--- src/rtl/gpr_pkg.sv ---
// ----------------------------------------------------------------------------
// Game port reader package
// Shared widths, button state codes, command codes and the result record.
// ----------------------------------------------------------------------------
package gpr_pkg;

    localparam int AXIS_COUNT  = 4;
    localparam int COUNT_W     = 16;
    localparam int STATUS_W    = 8;
    localparam int BTN_W       = 2;

    localparam logic [COUNT_W-1:0] LIMIT_MAX = 16'hFFFF;

    // Command codes of an input item.
    localparam logic CMD_POLL  = 1'b0;
    localparam logic CMD_START = 1'b1;

    // Button states.
    localparam logic [BTN_W-1:0] BTN_INACTIVE = 2'd0;
    localparam logic [BTN_W-1:0] BTN_PRESSED  = 2'd1;
    localparam logic [BTN_W-1:0] BTN_HELD     = 2'd2;
    localparam logic [BTN_W-1:0] BTN_RELEASED = 2'd3;

    // Bit positions in the port byte.
    localparam int AXIS_BIT0   = 0;
    localparam int BUTTON_BIT0 = 4;

    typedef logic [COUNT_W-1:0] count_t;
    typedef logic [BTN_W-1:0]   btn_state_t;

    typedef struct packed {
        count_t     axis_a_x;
        count_t     axis_a_y;
        count_t     axis_b_x;
        count_t     axis_b_y;
        btn_state_t button_a1_state;
        btn_state_t button_a2_state;
        btn_state_t button_b1_state;
        btn_state_t button_b2_state;
        logic       measuring;
        logic       not_found;
    } result_t;

endpackage

--- src/rtl/gpr_sample_if.sv ---
// ----------------------------------------------------------------------------
// Game port sample channel
// Carries one port status byte and its command per request.
// ----------------------------------------------------------------------------
interface gpr_sample_if;
    logic                          valid;
    logic                          ready;
    logic                          cmd;
    logic [gpr_pkg::STATUS_W-1:0]  port_status;

    modport source (output valid, output cmd, output port_status, input ready);
    modport sink   (input valid, input cmd, input port_status, output ready);
endinterface

--- src/rtl/gpr_result_if.sv ---
// ----------------------------------------------------------------------------
// Game port result channel
// Carries axis counts, button states and measurement status per request.
// ----------------------------------------------------------------------------
interface gpr_result_if;
    logic                valid;
    logic                ready;
    gpr_pkg::count_t     axis_a_x;
    gpr_pkg::count_t     axis_a_y;
    gpr_pkg::count_t     axis_b_x;
    gpr_pkg::count_t     axis_b_y;
    gpr_pkg::btn_state_t button_a1_state;
    gpr_pkg::btn_state_t button_a2_state;
    gpr_pkg::btn_state_t button_b1_state;
    gpr_pkg::btn_state_t button_b2_state;
    logic                measuring;
    logic                not_found;

    modport source (
        output valid, output axis_a_x, output axis_a_y, output axis_b_x,
        output axis_b_y, output button_a1_state, output button_a2_state,
        output button_b1_state, output button_b2_state, output measuring,
        output not_found, input ready
    );
    modport sink (
        input valid, input axis_a_x, input axis_a_y, input axis_b_x,
        input axis_b_y, input button_a1_state, input button_a2_state,
        input button_b1_state, input button_b2_state, input measuring,
        input not_found, output ready
    );
endinterface

--- src/rtl/gpr_cfg_if.sv ---
// ----------------------------------------------------------------------------
// Game port configuration channel
// Carries a new poll limit per write request.
// ----------------------------------------------------------------------------
interface gpr_cfg_if;
    logic            valid;
    logic            ready;
    gpr_pkg::count_t data;

    modport source (output valid, output data, input ready);
    modport sink   (input valid, input data, output ready);
endinterface

--- src/rtl/game_port_axis_and_button_reader.sv ---
// ----------------------------------------------------------------------------
// Game port axis and button reader
// Times four one-shot axes and tracks four active-low buttons.
// ----------------------------------------------------------------------------
// Usage:
// The sample channel takes one port status byte per request. A start request
// ages and updates the button states, clears the axis counters and opens a
// measurement; each poll request then counts every axis whose one-shot bit is
// still high. The measurement closes when all axes have dropped or after
// poll_limit polls. Every sample request yields exactly one result request.
// The cfg channel writes poll_limit (reset 65535); it is always ready.
// Each accepted sample's result is registered; one sample is taken every
// cycle while sample ready is high. The whole update is one pass of five
// 16-bit incrementers and limit compares between the state registers and
// the result register. A second result register holds one extra result, so
// a sample is still taken while the receiver stalls; sample ready drops only
// when both result registers are full. Reset clears the counters, sets the
// axes to finished, the buttons to inactive and empties the result registers.
// ----------------------------------------------------------------------------
module game_port_axis_and_button_reader (
    input  logic                 clk,
    input  logic                 rst_n,
    gpr_sample_if.sink           sample,
    gpr_result_if.source         result,
    gpr_cfg_if.sink              cfg
);

    localparam int N = gpr_pkg::AXIS_COUNT;

    gpr_pkg::count_t     poll_limit_reg;
    gpr_pkg::count_t     axis_count_reg    [N];
    gpr_pkg::count_t     axis_count_next   [N];
    logic [N-1:0]        axis_done_reg;
    logic [N-1:0]        axis_done_next;
    gpr_pkg::count_t     polls_reg;
    gpr_pkg::count_t     polls_next;
    logic                active_reg;
    logic                active_next;
    gpr_pkg::btn_state_t button_reg        [N];
    gpr_pkg::btn_state_t button_next       [N];
    gpr_pkg::count_t     eff_limit;
    gpr_pkg::result_t    result_next;
    gpr_pkg::result_t    main_reg;
    gpr_pkg::result_t    skid_reg;
    logic                main_valid_reg;
    logic                skid_valid_reg;
    logic                accept;
    logic                out_fire;

    function automatic gpr_pkg::btn_state_t button_update(
        input gpr_pkg::btn_state_t cur,
        input logic                down
    );
        gpr_pkg::btn_state_t s;
        s = cur;
        unique case (cur)
            gpr_pkg::BTN_PRESSED:  s = gpr_pkg::BTN_HELD;
            gpr_pkg::BTN_RELEASED: s = gpr_pkg::BTN_INACTIVE;
            default:               s = cur;
        endcase
        if (down)
        begin
            if (s == gpr_pkg::BTN_INACTIVE)
            begin
                s = gpr_pkg::BTN_PRESSED;
            end
        end
        else if (s == gpr_pkg::BTN_PRESSED || s == gpr_pkg::BTN_HELD)
        begin
            s = gpr_pkg::BTN_RELEASED;
        end
        return s;
    endfunction

    assign cfg.ready    = 1'b1;
    assign sample.ready = !skid_valid_reg;
    assign accept       = sample.valid && !skid_valid_reg;
    assign out_fire     = main_valid_reg && result.ready;

    // A zero limit behaves as one.
    assign eff_limit = (poll_limit_reg == '0) ? gpr_pkg::count_t'(1) : poll_limit_reg;

    always_comb
    begin
        for (int i = 0; i < N; i++)
        begin
            axis_count_next[i] = axis_count_reg[i];
            axis_done_next[i]  = axis_done_reg[i];
            button_next[i]     = button_reg[i];
        end
        polls_next  = polls_reg;
        active_next = active_reg;

        if (sample.cmd == gpr_pkg::CMD_START)
        begin
            for (int i = 0; i < N; i++)
            begin
                button_next[i] = button_update(button_reg[i],
                                   !sample.port_status[gpr_pkg::BUTTON_BIT0 + i]);
                axis_count_next[i] = '0;
                axis_done_next[i]  = 1'b0;
            end
            polls_next  = '0;
            active_next = 1'b1;
        end
        else if (active_reg)
        begin
            for (int i = 0; i < N; i++)
            begin
                if (!axis_done_reg[i])
                begin
                    if (!sample.port_status[gpr_pkg::AXIS_BIT0 + i])
                    begin
                        axis_done_next[i] = 1'b1;
                    end
                    else if (axis_count_reg[i] != gpr_pkg::LIMIT_MAX)
                    begin
                        axis_count_next[i] = axis_count_reg[i] + 1'b1;
                    end
                end
            end
            if (polls_reg != gpr_pkg::LIMIT_MAX)
            begin
                polls_next = polls_reg + 1'b1;
            end
            if ((&axis_done_next) || (polls_next >= eff_limit))
            begin
                active_next = 1'b0;
            end
        end

        result_next.axis_a_x        = axis_count_next[0];
        result_next.axis_a_y        = axis_count_next[1];
        result_next.axis_b_x        = axis_count_next[2];
        result_next.axis_b_y        = axis_count_next[3];
        result_next.button_a1_state = button_next[0];
        result_next.button_a2_state = button_next[1];
        result_next.button_b1_state = button_next[2];
        result_next.button_b2_state = button_next[3];
        result_next.measuring       = active_next;
        result_next.not_found       = (axis_count_next[0] == eff_limit);
    end

    always_ff @(posedge clk or negedge rst_n)
    begin
        if (!rst_n)
        begin
            poll_limit_reg <= gpr_pkg::LIMIT_MAX;
            for (int i = 0; i < N; i++)
            begin
                axis_count_reg[i] <= '0;
                button_reg[i]     <= gpr_pkg::BTN_INACTIVE;
            end
            axis_done_reg <= '1;
            polls_reg     <= '0;
            active_reg    <= 1'b0;
        end
        else
        begin
            if (cfg.valid)
            begin
                poll_limit_reg <= cfg.data;
            end
            if (accept)
            begin
                for (int i = 0; i < N; i++)
                begin
                    axis_count_reg[i] <= axis_count_next[i];
                    button_reg[i]     <= button_next[i];
                end
                axis_done_reg <= axis_done_next;
                polls_reg     <= polls_next;
                active_reg    <= active_next;
            end
        end
    end

    // Result register with one skid entry behind it.
    always_ff @(posedge clk or negedge rst_n)
    begin
        if (!rst_n)
        begin
            main_valid_reg <= 1'b0;
            skid_valid_reg <= 1'b0;
        end
        else
        begin
            if (accept)
            begin
                if (!main_valid_reg || out_fire)
                begin
                    main_valid_reg <= 1'b1;
                end
                else
                begin
                    skid_valid_reg <= 1'b1;
                end
            end
            else if (out_fire)
            begin
                if (skid_valid_reg)
                begin
                    skid_valid_reg <= 1'b0;
                end
                else
                begin
                    main_valid_reg <= 1'b0;
                end
            end
        end
    end

    always_ff @(posedge clk)
    begin
        if (accept)
        begin
            if (!main_valid_reg || out_fire)
            begin
                main_reg <= result_next;
            end
            else
            begin
                skid_reg <= result_next;
            end
        end
        else if (out_fire && skid_valid_reg)
        begin
            main_reg <= skid_reg;
        end
    end

    assign result.valid           = main_valid_reg;
    assign result.axis_a_x        = main_reg.axis_a_x;
    assign result.axis_a_y        = main_reg.axis_a_y;
    assign result.axis_b_x        = main_reg.axis_b_x;
    assign result.axis_b_y        = main_reg.axis_b_y;
    assign result.button_a1_state = main_reg.button_a1_state;
    assign result.button_a2_state = main_reg.button_a2_state;
    assign result.button_b1_state = main_reg.button_b1_state;
    assign result.button_b2_state = main_reg.button_b2_state;
    assign result.measuring       = main_reg.measuring;
    assign result.not_found       = main_reg.not_found;

endmodule
--- src/flat_wrapper.sv ---
// flat-port wrapper written by rule: the top's interface ports become plain ports
module game_port_axis_and_button_reader_flat 
  (clk, rst_n, sample_valid, sample_cmd, sample_port_status, sample_ready, result_valid, result_axis_a_x, result_axis_a_y, result_axis_b_x, result_axis_b_y, result_button_a1_state, result_button_a2_state, result_button_b1_state, result_button_b2_state, result_measuring, result_not_found, result_ready, cfg_valid, cfg_data, cfg_ready);
  gpr_sample_if sample_i ();
  gpr_result_if result_i ();
  gpr_cfg_if cfg_i ();
  input  logic clk;
  input  logic rst_n;
  input wire logic [$bits(sample_i.valid)-1:0] sample_valid;
  input wire logic [$bits(sample_i.cmd)-1:0] sample_cmd;
  input wire logic [$bits(sample_i.port_status)-1:0] sample_port_status;
  output wire logic [$bits(sample_i.ready)-1:0] sample_ready;
  output wire logic [$bits(result_i.valid)-1:0] result_valid;
  output wire logic [$bits(result_i.axis_a_x)-1:0] result_axis_a_x;
  output wire logic [$bits(result_i.axis_a_y)-1:0] result_axis_a_y;
  output wire logic [$bits(result_i.axis_b_x)-1:0] result_axis_b_x;
  output wire logic [$bits(result_i.axis_b_y)-1:0] result_axis_b_y;
  output wire logic [$bits(result_i.button_a1_state)-1:0] result_button_a1_state;
  output wire logic [$bits(result_i.button_a2_state)-1:0] result_button_a2_state;
  output wire logic [$bits(result_i.button_b1_state)-1:0] result_button_b1_state;
  output wire logic [$bits(result_i.button_b2_state)-1:0] result_button_b2_state;
  output wire logic [$bits(result_i.measuring)-1:0] result_measuring;
  output wire logic [$bits(result_i.not_found)-1:0] result_not_found;
  input wire logic [$bits(result_i.ready)-1:0] result_ready;
  input wire logic [$bits(cfg_i.valid)-1:0] cfg_valid;
  input wire logic [$bits(cfg_i.data)-1:0] cfg_data;
  output wire logic [$bits(cfg_i.ready)-1:0] cfg_ready;
  assign sample_i.valid = sample_valid;
  assign sample_i.cmd = sample_cmd;
  assign sample_i.port_status = sample_port_status;
  assign sample_ready = sample_i.ready;
  assign result_valid = result_i.valid;
  assign result_axis_a_x = result_i.axis_a_x;
  assign result_axis_a_y = result_i.axis_a_y;
  assign result_axis_b_x = result_i.axis_b_x;
  assign result_axis_b_y = result_i.axis_b_y;
  assign result_button_a1_state = result_i.button_a1_state;
  assign result_button_a2_state = result_i.button_a2_state;
  assign result_button_b1_state = result_i.button_b1_state;
  assign result_button_b2_state = result_i.button_b2_state;
  assign result_measuring = result_i.measuring;
  assign result_not_found = result_i.not_found;
  assign result_i.ready = result_ready;
  assign cfg_i.valid = cfg_valid;
  assign cfg_i.data = cfg_data;
  assign cfg_ready = cfg_i.ready;
  game_port_axis_and_button_reader u_core (.clk(clk), .rst_n(rst_n), .sample(sample_i), .result(result_i), .cfg(cfg_i));
endmodule
--- config.mk ---
export PLATFORM = sky130hd
export DESIGN_NAME = game_port_axis_and_button_reader_flat
export DESIGN_NICKNAME = d
export VERILOG_FILES = /design/src/rtl/gpr_pkg.sv /design/src/rtl/gpr_sample_if.sv /design/src/rtl/gpr_result_if.sv /design/src/rtl/gpr_cfg_if.sv /design/src/rtl/game_port_axis_and_button_reader.sv /design/src/flat_wrapper.sv
export SDC_FILE = /design/constraint.sdc
export NUM_CORES = 1
export LEC_CHECK = 0
export ABC_CLOCK_PERIOD_IN_PS = 8200
export BUFFER_PORTS_ARGS = -buffer_cell sky130_fd_sc_hd__buf_2
export CELL_PAD_IN_SITES_DETAIL_PLACEMENT = 0
export CELL_PAD_IN_SITES_GLOBAL_PLACEMENT = 1
export CORE_UTILIZATION = 50
export DETAILED_ROUTE_END_ITERATION = 10
export GPL_TIMING_DRIVEN = 0
export PLACE_DENSITY = 0.79
export SETUP_SLACK_MARGIN = 0.2
export SLEW_MARGIN = 0
export SYNTH_ARGS = -nofsm -noshare
export SYNTH_HDL_FRONTEND = slang
export SYNTH_SLANG_ARGS = --single-unit
--- constraint.sdc ---
create_clock -name clk -period 8.2 [get_ports clk]
set_input_delay 1.64 -clock clk [delete_from_list [all_inputs] [get_ports clk]]
set_output_delay 1.64 -clock clk [all_outputs]
set_load 0.1 [all_outputs]
Word level (Yosys, flattened, before mapping)
Index checks and enable logic that the tools add are counted.
W data, S select, Z words.
{"block": "word_totals", "ff_bits": 259, "inputBits": 30, "wordCells": 163}
{"block": "classes", "addsub": 5, "n_lt_le_gt_ge": 1, "eq_ne": 25, "n_mux": 72, "n_bitwise": 1, "reduce_logical": 25}
{"op": "$mux W16", "count": 18}
{"op": "$mux W74", "count": 3}
{"op": "$mux W64", "count": 2}
{"op": "$add A16 B1 Y16 const B", "count": 5}
{"op": "$ne A16 B16 Y1 const B", "count": 5}
{"op": "$mux W2", "count": 16}
{"op": "$mux W1", "count": 26}
{"op": "$eq A16 B16 Y1", "count": 1}
{"op": "$eq A2 B1 Y1 const B", "count": 8}
{"op": "$eq A2 B2 Y1 const B", "count": 8}
{"op": "$ge A16 B16 Y1", "count": 1}
{"op": "$logic_not A16 Y1", "count": 1}
{"op": "$pmux W2 S2", "count": 4}
{"op": "$logic_not A2 Y1", "count": 4}
{"op": "$mux W4", "count": 2}
{"op": "$mux W8", "count": 1}
{"op": "$reduce_and A2 Y1", "count": 4}
{"op": "$logic_or A1 B1 Y1", "count": 6}
{"op": "$ne A2 B2 Y1 const B", "count": 3}
{"op": "$reduce_bool A2 Y1", "count": 3}
{"op": "$reduce_and A4 Y1", "count": 1}
{"op": "$logic_and A1 B1 Y1", "count": 3}
{"op": "$reduce_and A3 Y1", "count": 1}
{"op": "$logic_not A1 Y1", "count": 2}
{"op": "$not A1 Y1", "count": 1}

Longest topological paths before layout
Gate-level depths: netlist (run 1).
{"block": "depth", "depth_word": 11, "ltp_mapped": 15}

Worst setup path after synthesis (run 1)
OpenSTA, ideal clock, no wires.
{"block": "synth_timing", "path_type": "input-to-reg", "start": "input sample_valid", "end": "register u_core.main_reg, in the netlist u_core.result.axis_a_x[0], enable pin", "setup_time_ps": 508, "arrival_ps": 4969, "required_ps": 7692, "setup_slack_ps": 2723, "path_stages": 3, "n_path_buf": 0, "cell_sequence": "a21oi_1 -> a21oi_1 -> nor2_1"}
{"block": "synth_between", "elab_chain_cells": 3, "elab_cells_between_ends": 4, "cone_classes": "1 x eq/ne; 3 x reduce/logical"}
{"element": "start, declared", "line": "flat_wrapper.sv:9", "text": "input wire logic [$bits(sample_i.valid)-1:0] sample_valid;"}
{"element": "$logic_and A1 B1 Y1 *", "line": "game_port_axis_and_button_reader.sv:77", "text": "assign accept = sample.valid && !skid_valid_reg;"}
{"element": "$ne A2 B2 Y1 (no source line) or $reduce_bool A2 Y1 (tied branches)"}
{"element": "$reduce_and A2 Y1 (no source line) *"}
{"element": "end signal, assigned", "line": "game_port_axis_and_button_reader.sv:219", "text": "main_reg <= result_next;"}
{"element": "end signal, assigned", "line": "game_port_axis_and_button_reader.sv:228", "text": "main_reg <= skid_reg;"}
{"element": "end, declared", "line": "game_port_axis_and_button_reader.sv:43", "text": "gpr_pkg::result_t main_reg;"}
Mark *: on every way between the ends. The rest lies on a longest branch, timed or not.
A chain may end at the register's enable or synchronous reset.

==> results of run 1 <==
==> worst paths after layout <==
kind,slack [ps],startpoint,cells past startpoint,endpoint
max,3910,sample_cmd,7,u_core.skid_reg[46]$_DFFE_PP_
min,500,u_core.axis_done_reg[3]$_DFFE_PN1P_,2,u_core.axis_done_reg[3]$_DFFE_PN1P_
max reg2reg,4410,u_core.polls_reg[3]$_DFFE_PN0P_,14,u_core.result.measuring$_DFFE_PP_
min reg2reg,500,u_core.axis_done_reg[3]$_DFFE_PN1P_,2,u_core.axis_done_reg[3]$_DFFE_PN1P_
max in group asynchronous,6500,rst_n,2,u_core.axis_done_reg[1]$_DFFE_PN1P_
min in group asynchronous,950,rst_n,1,u_core.axis_count_reg[61]$_DFFE_PN0P_
==> final cells by class <==
| cell class | count | area [µm²] | share of cell area, % |
|---|---|---|---|
| Sequential cell | 259 | 7250 | 49.1 |
| Multi-Input combinational cell | 842 | 5100 | 34.6 |
| Clock buffer | 33 | 761 | 5.16 |
| Timing Repair Buffer | 109 | 634 | 4.30 |
| Tap cell | 324 | 405 | 2.75 |
| Buffer | 61 | 254 | 1.72 |
| Clock inverter | 20 | 225 | 1.53 |
| Inverter | 33 | 124 | 0.840 |
==> worst reg2reg max path, stage by stage (launching register included) <==
cell	delay (ps)
dfrtp_1	320
buf_2	190
nand4_1	160
nor4_1	410
nand4b_1	370
nand2_1	350
nor2_1	150
and3_1	250
xnor2_1	150
ha_1	220
a2111oi_0	390
o21ai_0	160
a21oi_1	310
nor2_1	100
nor2_1	130
==> report_power, final <==
part	leakage [nW]	switching, mW	internal [mW]
sequential	2.87	0.138	1.75
combinational	3.23	1.74	0.406
clock	0.473	0.541	0.795
total	6.57	2.42	2.95
==> cell families after synthesis <==
logic type	after synthesis	synth area share, %
AO/OA/AOI/OAI	226	11.6
XOR/XNOR	79	5.50
adder cells (fa/ha/maj)	21	2.07
buffers and inverters	94	2.97
flip-flops	259	57.0
multiplexers	21	1.71
other	1	0.0295
AND/OR/NAND/NOR	494	19.1
==> routing by layer <==
layer / wire length (µm) / up-vias / part of all wire [%]
met5: 0 / - / 0
met4: 801 / 0 / 2.5
met3: 1590 / 47 / 5.0
met2: 14700 / 256 / 47
met1: 14400 / 4474 / 46
li1: - / 4531 / -
==> synthesized netlist by cell type (all sizes together) (15+ instances only) <==
| library cell | instances | share of area, % |
|---|---|---|
| nand4 | 26 | 1.6 |
| inv | 33 | 0.97 |
| nor3 | 57 | 2.3 |
| dfstp | 20 | 4.1 |
| nand2 | 189 | 5.6 |
| xnor2 | 52 | 3.6 |
| o21ai | 66 | 2.6 |
| a21o | 85 | 5.0 |
| nor2 | 110 | 3.2 |
| xor2 | 27 | 1.9 |
| mux2i | 18 | 1.4 |
| and3 | 16 | 0.79 |
| clkbuf | 46 | 1.4 |
| edfxtp | 148 | 35 |
| ha | 21 | 2.1 |
| buf | 15 | 0.63 |
| nand3 | 25 | 1.1 |
| a21oi | 35 | 1.4 |
| dfrtp | 91 | 18 |
| nor4 | 17 | 1.2 |
==> metrics by stage <==
step | std cells | area, µm² | hold slack, ps | worst slack, ps | utilization, %
finish | 1681 | 14700 | 503 | 3910 | 59.9
global route | 1681 | 14700 | 533 | 3690 | 59.9
CTS | 1681 | 14700 | 501 | 3890 | 59.9
detailed placement | 1628 | 13800 | 490 | 3310 | 55.9
global placement | 1624 | 13600 | 490 | 1000 | 55.4
floorplan | 1195 | 12700 | 472 | 2720 | -
==> summary.txt, run 1 <==
CTS tree: yes
CORE AREA: 24600 µm²
Final net count: 1386
Longest Clk Path Bufs: 3
Die area: 26100 µm²
Slew HR: 40.9%
Die height: 161 µm
Post-detailed-route count of antenna-violating nets: 0
Antenna violations before repair: 0
I/O Buffers: 105
Met3 Usage GRT: 3.49%
Setup TNS: 0 ps
Hold Vio Cnt, Final: 0
Clk_skew: 11.1 ps
Commonest non-fill, non-tap cell in the layout: nand2_1
Max reg flops: 74
Commonest non-fill, non-tap cells in the layout: nand2_1 (188), edfxtp_1 (148), buf_2 (111)
Drt total wl: 31500 µm
Clk Latency, worst-skew pair: 550 ps
Grt ovf: 0
Rows: 57
M2 GR Usage: 40.4%
First-pass DRT Iterations: 7
Slowest stage delay, CP: 670 ps
Min Clock Period, post-route: 4290 ps
Syn Area/Cell: 10.6 µm²
Clock Tree Root: clkbuf_16
Clock sink count: 259
Total setup buffers inserted after CTS: 0
Drt drc: 0
RSZ-0062 raised after global routing: no
Area Overhead vs Synth: 16.0%
GPL Wtd Cong: 0.883
Overall via count from detail_route: 9308
Hold Crit Class: register to register
First-pass GRT wire length: 50200 µm
Fmax: 233 MHz
Crit path launch type: primary input
Grt peak-use layer: met2
Cell count after synthesis: 1195
Worst-path maximum fanout: 10
Vias in the first global route: 8990
Outcome: finished, final reports clean
Max IR drop VDD: 279 µV
Diode count: 0
Die Wd: 161 µm
Ys flop type: edfxtp_1
Sequential area share after synthesis: 57.0%
Worst Path Required: 8460 ps
Post-synthesis cell type count: 79
Synthesized area: 12700 µm²
Cell leakage power: 6.57 nW
DP HPWL: 22000 µm
CTS Buf Count: 29
Critical path's top delay family: buffers and inverters
CP bufs+invs: 6
PostCTS Resize Cnt: 0
Slew @ Worst Pin: 886 ps
Syn Nets: 1246
All-Layer GR Usage: 24.9%
Via/cell ratio: 5.54
Yosys reg bits: 259
Critical path's slowest cell: clkbuf_1
Syn. warnings: 0
Post-synth EDFFs: 148
Period utilization: 52.3%
Avg WL per Cell: 18.8 µm
Pwr dens: 364 nW/µm²
Largest net degree at the start of global routing: 89
# setup viols final: 0
WP data arrival: 4550 ps
Worst-path cell chain: buf_2 > clkbuf_1 > clkbuf_1 > buf_1 > clkbuf_1 > clkbuf_1 > nor2_1
Initial Utilization: 51.7%
Nature of the critical path endpoint: register
Asr flop ratio synth: 42.9%
H-tree depth: 1
MaxCap Viol Count: 0
IO Pins: 107
Crit path top cell by count: clkbuf_1
Final Max Slew Viols: 0
Fraction of layout cells with a size suffix above 1: 16.4%
Starting DRT DRC Count: 642
Layout fillers: 2084
Clk slew on worst S/H paths: 60 ps
Post-CTS Hold Buffers: 0
M1 GR Usage: 34.9%
Overall Power: 5.37 mW
Critical path type: primary input to register
Power figures use the tool's default switching activity.
==> run 2: changes to the inputs <==
--- a/config.mk
+++ b/config.mk
@@ -5,14 +5,15 @@
 export SDC_FILE = /design/constraint.sdc
 export NUM_CORES = 1
 export LEC_CHECK = 0
-export ABC_CLOCK_PERIOD_IN_PS = 8200
+export ABC_AREA = 1
+export ABC_CLOCK_PERIOD_IN_PS = 4200
 export BUFFER_PORTS_ARGS = -buffer_cell sky130_fd_sc_hd__buf_2
 export CELL_PAD_IN_SITES_DETAIL_PLACEMENT = 0
 export CELL_PAD_IN_SITES_GLOBAL_PLACEMENT = 1
-export CORE_UTILIZATION = 50
+export CORE_UTILIZATION = 46
 export DETAILED_ROUTE_END_ITERATION = 10
 export GPL_TIMING_DRIVEN = 0
-export PLACE_DENSITY = 0.79
+export PLACE_DENSITY = 0.76
 export SETUP_SLACK_MARGIN = 0.2
 export SLEW_MARGIN = 0
 export SYNTH_ARGS = -nofsm -noshare
==> constraint.sdc (replaced) <==
create_clock -name clk -period 4.2 [get_ports clk]
set_input_delay 0.84 -clock clk [delete_from_list [all_inputs] [get_ports clk]]
set_output_delay 0.84 -clock clk [all_outputs]
set_load 0.1 [all_outputs]
==> run 2 against run 1 <==
Global-route usage fell by 0.60 points. Synthesized cell count rose by 24%. Worst hold slack got worse by 320 ps. Highest routed layer unchanged.
==> summary.txt, run 2 <==
Outcome: finished, final reports clean (unchanged)
All-Layer GR Usage: 24.3% (was 24.9%)
R2r endpoint: u_core.result.measuring$_DFFE_PP_ (unchanged)
Largest net degree at the start of global routing: 80 (was 89)
Worst Path Required: 4610 ps (was 8460 ps)
Pwr dens: 382 nW/µm² (was 364 nW/µm²)
Synth area leader: edfxtp_1 (unchanged)
Hold Vio Cnt, Final: 0 (unchanged)
Die height: 169 µm (was 161 µm)
Crit path top cell by count: nand2_1 (was clkbuf_1)
Xor-xnor portion of the synthesized cell area: 1.29% (was 5.50%)
H-tree depth: 1 (unchanged)
Critical path type: register to register (was primary input to register)
Top post-synthesis cells by area: edfxtp_1 (35%), dfrtp_1 (18%), nand2_1 (14%) (was edfxtp_1 (35%), dfrtp_1 (18%), nand2_1 (5.6%))
Sequential area share after synthesis: 56.3% (was 57.0%)
Worst-path maximum fanout: 6 (was 10)
Post-synth top cells: nand2_1 (494), inv_1 (185), edfxtp_1 (148), o21ai_0 (129), dfrtp_1 (91) (was nand2_1 (188), edfxtp_1 (148), nor2_1 (110), dfrtp_1 (91), a21o_1 (85))
Post-synth top area share: 34.5% (was 35.0%)
Final WS setup: 831 ps (was 3910 ps)
Final Max Slew Viols: 0 (unchanged)
Drt total wl: 33700 µm (was 31500 µm)
Commonest non-fill, non-tap cells in the layout: nand2_1 (494), inv_1 (184), edfxtp_1 (148) (was nand2_1 (188), edfxtp_1 (148), buf_2 (111))
Post-detailed-route count of antenna-violating nets: 0 (unchanged)
Final Core Density: 55.2% (was 59.9%)
Cell count after synthesis: 1479 (was 1195)
PostCTS Resize Cnt: 0 (unchanged)
Slowest stage delay, CP: 420 ps (was 670 ps)
Clock Tree Root: clkbuf_16 (unchanged)
RR Startpoint: u_core.polls_reg[0]$_DFFE_PN0P_ (was u_core.polls_reg[3]$_DFFE_PN0P_)
Post-synth EDFFs: 148 (unchanged)
Avg WL per Cell: 16.7 µm (was 18.8 µm)
Slew HR: 37.4% (was 40.9%)
CORE AREA: 27200 µm² (was 24600 µm²)
Most frequent cell after synthesis: nand2_1 (unchanged)
Compound-Gate Fraction of Synth Area: 7.97% (was 11.6%)
Setup slack, reg-to-reg: 830 ps (was 4410 ps)
GPL Wtd Cong: 0.902 (was 0.883)
Pre-CTS setup slack: 929 ps (was 3310 ps)
Starting DRT DRC Count: 760 (was 642)
First-pass DRT Iterations: 5 (was 7)
Clock sink count: 259 (unchanged)
Syn Nets: 1530 (was 1246)
IO Pins: 107 (unchanged)
Post-Synth Adder-Cell Area: 2.04% (was 2.07%)
Multiplexer share of the synthesized area: 0.0778% (was 1.71%)
Asr flop ratio synth: 42.9% (unchanged)
Synthesized area: 12900 µm² (was 12700 µm²)
Min Clock Period, post-route: 3370 ps
# setup viols final: 0 (unchanged)
CTS Buf Count: 29 (unchanged)
Max reg flops: 74 (unchanged)
Post-CTS Hold Buffers: 0 (unchanged)
Period utilization: 80.2%
CTS tree: yes (unchanged)
Fraction of layout cells with a size suffix above 1: 13.2% (was 16.4%)
I/O Buffers: 105 (unchanged)
Total setup buffers inserted after CTS: 0 (unchanged)
Die area: 28700 µm² (was 26100 µm²)
Reg2reg path depth: 18 (was 14)
Hold Crit Class: primary input to asynchronous set/reset pin (was register to register)
Commonest non-fill, non-tap cell in the layout: nand2_1 (unchanged)
Die Wd: 169 µm (was 161 µm)
Nature of the critical path endpoint: register (unchanged)
Slew @ Worst Pin: 939 ps (was 886 ps)
MaxCap Viol Count: 0 (unchanged)
Rows: 60 (was 57)
Drt drc: 0 (unchanged)
WP data arrival: 3780 ps (was 4550 ps)
Critical path's top delay family: simple AND/OR/NAND/NOR gates (was buffers and inverters)
Vias in the first global route: 9997 (was 8990)
Via/cell ratio: 5.11 (was 5.54)
Antenna violations before repair: 0 (unchanged)
Post-synthesis cell type count: 55 (was 79)
Diode count: 0 (unchanged)
Simple-Gate Fraction of Synth Area: 25.2% (was 19.1%)
Syn Area/Cell: 8.70 µm² (was 10.6 µm²)
Worst-path cell chain: ha_1 > nand2_1 > nor2_1 > and2_1 > buf_2 > nand3_1 > nor2_2 > nand2_1 > nand3_1 > xor2_1 > ha_1 > a21oi_1 > o21ai_0 > a21oi_1 > nand4_1 > o21ai_0 > nand2_1 > nand2_1 (was buf_2 > clkbuf_1 > clkbuf_1 > buf_1 > clkbuf_1 > clkbuf_1 > nor2_1)
Cell leakage power: 7.17 nW (was 6.57 nW)
Fmax: 297 MHz
RSZ-0062 raised after global routing: no (unchanged)
Longest Clk Path Bufs: 3 (unchanged)
Yosys reg bits: 259 (unchanged)
CP bufs+invs: 1 (was 6)
Clk slew on worst S/H paths: 60 ps (about the same)
Max IR drop VDD: 261 µV (was 279 µV)
Crit path launch type: register (was primary input)
Syn. warnings: 0 (unchanged)
Critical path's slowest cell: dfrtp_1 (was clkbuf_1)
Final net count: 1671 (was 1386)
Initial Utilization: 47.4% (was 51.7%)
DP HPWL: 24100 µm (was 22000 µm)
Main combinational cell family by area after synthesis: simple AND/OR/NAND/NOR gates (unchanged)
Grt ovf: 0 (unchanged)
Ys flop type: edfxtp_1 (unchanged)
Overall via count from detail_route: 10300 (was 9308)
Area Overhead vs Synth: 16.6% (was 16.0%)
First-pass GRT wire length: 54300 µm (was 50200 µm)
Clk Latency, worst-skew pair: 550 ps (about the same)
Clk_skew: 15.9 ps (was 11.1 ps)
## run 2: final cells by class
class	count	area [µm²]
clock buffer	35	758
multi-input combinational	985	4720
buffer	46	200
clock inverter	18	264
timing repair buffer	110	639
inverter	189	714
sequential	259	7250
fill	2555	12200
tap	372	465
## run 2: metrics by stage
step / std cells / hold slack (ps) / area [µm²] / setup TNS (ps) / power, mW
detailed placement: 1961 / 478 / 14000 / 0 / 3.04
floorplan: 1479 / 461 / 12900 / 0 / 2.92
CTS: 2014 / 176 / 15000 / 0 / 5.78
global placement: 1956 / 469 / 13900 / -84580 / 3.03
global route: 2014 / 190 / 15000 / 0 / 5.92
finish: 2014 / 178 / 15000 / 0 / 5.73
## run 2: layer usage
layer | wire [µm] | vias to the layer above | global-route usage [%]
li1 | - | 5149 | -
met1 | 16100 | 4833 | 35.4
met2 | 15100 | 260 | 38.6
met3 | 1820 | 45 | 3.24
met4 | 650 | 0 | 5.88
met5 | 0 | - | 0
## run 2: worst max path at each step
stage                                                 start                                 to  slack, ps  cells after the start
after floorplan           u_core.skid_valid_reg$_DFFE_PN0P_       u_core.skid_reg[0]$_DFFE_PP_        340                      5
after global placement                         sample_valid      u_core.skid_reg[47]$_DFFE_PP_       -960                      5
after detailed placement    u_core.polls_reg[0]$_DFFE_PN0P_  u_core.result.measuring$_DFFE_PP_        930                     21
after CTS                   u_core.polls_reg[0]$_DFFE_PN0P_  u_core.result.measuring$_DFFE_PP_        870                     18
after global routing        u_core.polls_reg[0]$_DFFE_PN0P_  u_core.result.measuring$_DFFE_PP_        520                     21
final                       u_core.polls_reg[0]$_DFFE_PN0P_  u_core.result.measuring$_DFFE_PP_        830                     18
## run 2: kinds of logic after synthesis
| family | count (synthesis) |
|---|---|
| flops | 259 |
| mux | 1 |
| xor+xnor | 19 |
| buf+inv | 235 |
| other cells | 1 |
| compound gates | 190 |
| fa+ha+maj | 21 |
| simple gates | 753 |
## run 2: report_power, final
group	switching (mW)	total [mW]	internal, mW
Combinational	0.194	0.274	0.0797
Sequential	0.00910	2.71	2.71
Clock	1.03	2.74	1.71
Total	1.24	5.73	4.49
